$ cat config.mk
export PLATFORM = sky130hd
export DESIGN_NAME = mbr_align
export DESIGN_NICKNAME = d
export VERILOG_FILES = /design/src/rtl/mbr_pkg.sv /design/src/rtl/mbr_align.sv
export SDC_FILE = /design/constraint.sdc
export NUM_CORES = 1
export LEC_CHECK = 0
export BUFFER_PORTS_ARGS = -buffer_cell sky130_fd_sc_hd__buf_2
export CELL_PAD_IN_SITES_DETAIL_PLACEMENT = 0
export CELL_PAD_IN_SITES_GLOBAL_PLACEMENT = 1
export CORE_UTILIZATION = 35
export DETAILED_ROUTE_END_ITERATION = 7
export PLACE_DENSITY = 0.86
export SYNTH_ARGS = -nofsm -noshare
export SYNTH_HDL_FRONTEND = slang
export SYNTH_SLANG_ARGS = --single-unit
$ cat constraint.sdc
create_clock -name vclk -period 2.9
set_clock_uncertainty 0.2 [all_clocks]
set_input_delay 0.145 -clock vclk [all_inputs]
set_output_delay 0.145 -clock vclk [all_outputs]
set_load 0.05 [all_outputs]
$ cat src/rtl/mbr_pkg.sv
`default_nettype none

package mbr_pkg;

  localparam int BUFFER_BYTES = 1024;

  localparam int ADDR_W    = (BUFFER_BYTES > 1) ? $clog2(BUFFER_BYTES) : 1;
  localparam int COUNT_W   = $clog2(BUFFER_BYTES + 1);
  localparam int CURSOR_W  = COUNT_W + 3;
  localparam int WIDTH_W   = 16;
  localparam int CMP_W     = (CURSOR_W > WIDTH_W) ? CURSOR_W : WIDTH_W;
  localparam int VALUE_W   = 64;
  localparam int REMAIN_W  = 14;
  localparam int WLEN_W    = 7;
  localparam int ACC_W     = 72;
  localparam int FETCH_W   = 4;
  localparam int MAX_READ_W = 64;

  localparam logic [1:0] OP_LOAD    = 2'd0;
  localparam logic [1:0] OP_READ    = 2'd1;
  localparam logic [1:0] OP_SKIP    = 2'd2;
  localparam logic [1:0] OP_RESTART = 2'd3;

  typedef struct packed {
    logic [1:0]         op;
    logic [7:0]         byte_in;
    logic [WIDTH_W-1:0] width;
  } in_item_t;

  typedef struct packed {
    logic [VALUE_W-1:0]  value;
    logic                ok;
    logic                failed;
    logic [REMAIN_W-1:0] rem_bits;
  } out_item_t;

  typedef enum logic [3:0] {
    ST_IDLE  = 4'b0001,
    ST_FETCH = 4'b0010,
    ST_ALIGN = 4'b0100,
    ST_RESP  = 4'b1000
  } state_t;

endpackage

`default_nettype wire

$ cat src/rtl/mbr_align.sv
`default_nettype none

module mbr_align import mbr_pkg::*; (
  input  logic [ACC_W-1:0]   acc,
  input  logic [2:0]         drop,
  input  logic [WLEN_W-1:0]  wlen,
  output logic [VALUE_W-1:0] value
);

  logic [ACC_W-1:0]   shifted;
  logic [VALUE_W-1:0] mask;

  always_comb begin
    shifted = acc >> drop;
    if (wlen == WLEN_W'(VALUE_W)) begin
      mask = '1;
    end else begin
      mask = (VALUE_W'(1) << wlen) - VALUE_W'(1);
    end
    value = shifted[VALUE_W-1:0] & mask;
  end

endmodule

`default_nettype wire

==> qor.txt <==
area of the core: 10,900 sq um
DR vias: 5,447
Max-Cap Viols: 0
clock buf count: 0
Yosys top cell by area: mux2i_1
area growth from synthesis to layout: 36.3%
crit path max fanout: 26
Syn Inst Count: 624
Overall Power: 1.42 mW
Lkg Pwr: 2.36 nW
largest net degree at the start of global routing: 76
vias per cell: 6.05
Starting Density: 36.2%
Sequential cell area: 0 sq um
drt drc: 0
largest stage delay on the critical path: 0.33 ns
Placer Congestion: 0.959
Avg Inst Size Synth: 6.34 sq um
dpl ws: -0.00518 ns
GRT Util Overall: 30.1%
die extent in x: 108 um
post-route setup slack: 0.103 ns
syn_nets: 707
Fmax achieved: 357 MHz
setup violators final: 0
hold_sp: drop[2]
RSZ-0062 raised after global routing: yes
remaining antenna violation count after routing: 0
outcome: complete, no violations
endpoints failing hold: 0
cell row count: 38
crit path launch type: input port
Yosys cell types: 64
CP max-delay cell: o31a_1
fin crit period: 2.80 ns
Initial DRC Count: 597
Final #Nets: 845
Peak VDD IR: 0.000167 V
Worst Hold End: value[51]
DR WL/cell: 20.2 um
Slew HR: 55.7%
Synth warnings: 0
Pwr Density: 263 nW/um^2
initial antenna violation count: 1
global-route wire length before repair: 27,600 um
Crit path arrival time: 2.45 ns
IO Port Bufs: 145
total wire length: 18,100 um
CP most frequent cell: buf_4
fin crit share: 96.5%
Antenna Cells: 0
grt ovf: 0
io pins: 146
endpoint class of the critical path: output port
fin. max-slew vios: 0
layout cell share with drive strength beyond 1: 37.6%
vias in the first global route: 4,955
Detailed Place HPWL: 14,500 um
Setup CP Type: in -> out
Die H: 108 um
cell area after synthesis: 3960 sq um
sequential cell count: 0
worst hold stages: 4
Worst EP required: 2.56 ns
# fillers: 1,165
crit-path cells: buf_2, buf_4, nand2b_1, nor2_1, nand2_1, ha_2, o31a_1, o221ai_4, buf_4, xnor2_1, o221a_1, clkbuf_4
Slew @ Worst Pin: 0.665 ns
Die ar.: 11,700 sq um
HP Class: in -> out
Synth top area share: 15.4%
Area contributors post-synth: mux2i_1, a21oi_1, nor2_1
sequential area share after synthesis: 0%
drt pass-1 iters: 6
==> placed cells by master, fill, tap and decap left out, types with 5 or more instances in the layout <==
master / n
mux4_2: 8
a31oi_1: 8
nor3_1: 15
xor2_1: 5
nor2_1: 79
clkbuf_4: 7
buf_4: 55
a21o_1: 5
o21ai_1: 6
a221oi_1: 9
nand2_1: 79
or2_2: 6
o21a_1: 5
mux2_2: 26
o21ai_0: 37
a221oi_4: 8
a211oi_1: 18
nand2b_1: 7
a21oi_1: 61
nand3_1: 10
mux2i_1: 61
inv_1: 6
buf_2: 135
and2_1: 8
nor2b_1: 10
==> logic make-up after synthesis <==
| family | share of synthesized area (%) |
|---|---|
| adders and majority gates | 0.316 |
| buffers and inverters | 8.44 |
| and+or+nand+nor | 28.2 |
| xor gates and xnor gates | 1.99 |
| AOI/OAI and AO/OA | 33.7 |
| muxes | 27.4 |
==> worst max-delay path: cells and delay by family <==
family          cells  cell delay, ns
simple gates        3            0.30
buf+inv             4            0.75
fa+ha+maj           1            0.22
compound gates      3            0.82
xor+xnor            1            0.22
==> through the flow <==
step	instances	utilization [%]	setup TNS (ns)	hold slack, ns	instance area (sq um)
finish	900	49.3	0	0.681	5390
global route	900	49.3	-0.0808	0.708	5390
CTS	898	48.8	0	0.684	5340
detailed placement	898	48.8	-0.00879	0.677	5330
global placement	898	48.8	0	0.673	5330
floorplan	624	-	-0.307	0.371	4270
==> what timing repair did <==
item                       in CTS  in global routing
setup buffers                   0                  2
setup endpoints to repair       1                 16
gates resized for setup         1                 17
hold buffers                    0                  0
pin swaps                       0                  2
==> layout make-up <==
cell class	count	area [sq um]	area share, %
Inverter	8	30.0	0.557
Multi-Input combinational cell	550	3960	73.3
Tap cell	140	175	3.25
Timing Repair Buffer	202	1230	22.8
==> synthesized netlist by cell type (all sizes together) (3+ instances only) <==
| cell | n |
|---|---|
| buf | 30 |
| a21o | 5 |
| a221oi | 20 |
| nand3 | 11 |
| a31oi | 10 |
| nand2 | 79 |
| nor3 | 20 |
| a2111oi | 4 |
| nor2b | 10 |
| a21oi | 65 |
| o21ai | 43 |
| a211o | 3 |
| nor4 | 5 |
| or3 | 4 |
| a211oi | 22 |
| a2bb2oi | 3 |
| nand2b | 7 |
| mux4 | 8 |
| mux2i | 61 |
| o21a | 5 |
| or2 | 7 |
| and2 | 8 |
| xnor2 | 4 |
| inv | 6 |
| clkbuf | 36 |
| nor2 | 80 |
| mux2 | 26 |
| xor2 | 5 |
| o31ai | 3 |
| o221a | 3 |
==> how the worst max path moves through the flow <==
stage | end | slack [ns] | from | cells after the start
3_3_place_gp | value[38] | 0.009 | wlen[1] | 10
4_1_cts | value[28] | 0.005 | wlen[1] | 10
6_report | value[38] | 0.10 | wlen[0] | 12
3_5_place_dp | value[28] | -0.005 | wlen[1] | 10
5_1_grt | value[20] | -0.03 | wlen[1] | 13
2_1_floorplan | value[6] | -0.31 | wlen[5] | 11
==> layer usage <==
layer | routed length (um) | up-vias | share of wire (%) | GRT usage (%)
li1 | - | 2589 | - | -
met4 | 280 | 2 | 1.5 | 4.63
met2 | 7860 | 297 | 43 | 46.9
met3 | 1780 | 20 | 9.8 | 5.49
met1 | 8200 | 2539 | 45 | 43.6
met5 | 12 | - | 0.066 | 0
==> power by group <==
group / switching (mW) / total [mW] / leakage [nW] / internal [mW]
combinational: 0.962 / 1.42 / 2.36 / 0.458
sequential: 0 / 0 / 0 / 0
clock: 0 / 0 / 0 / 0
total: 0.962 / 1.42 / 2.36 / 0.458
Note: power is estimated with default switching activity, not from simulation.
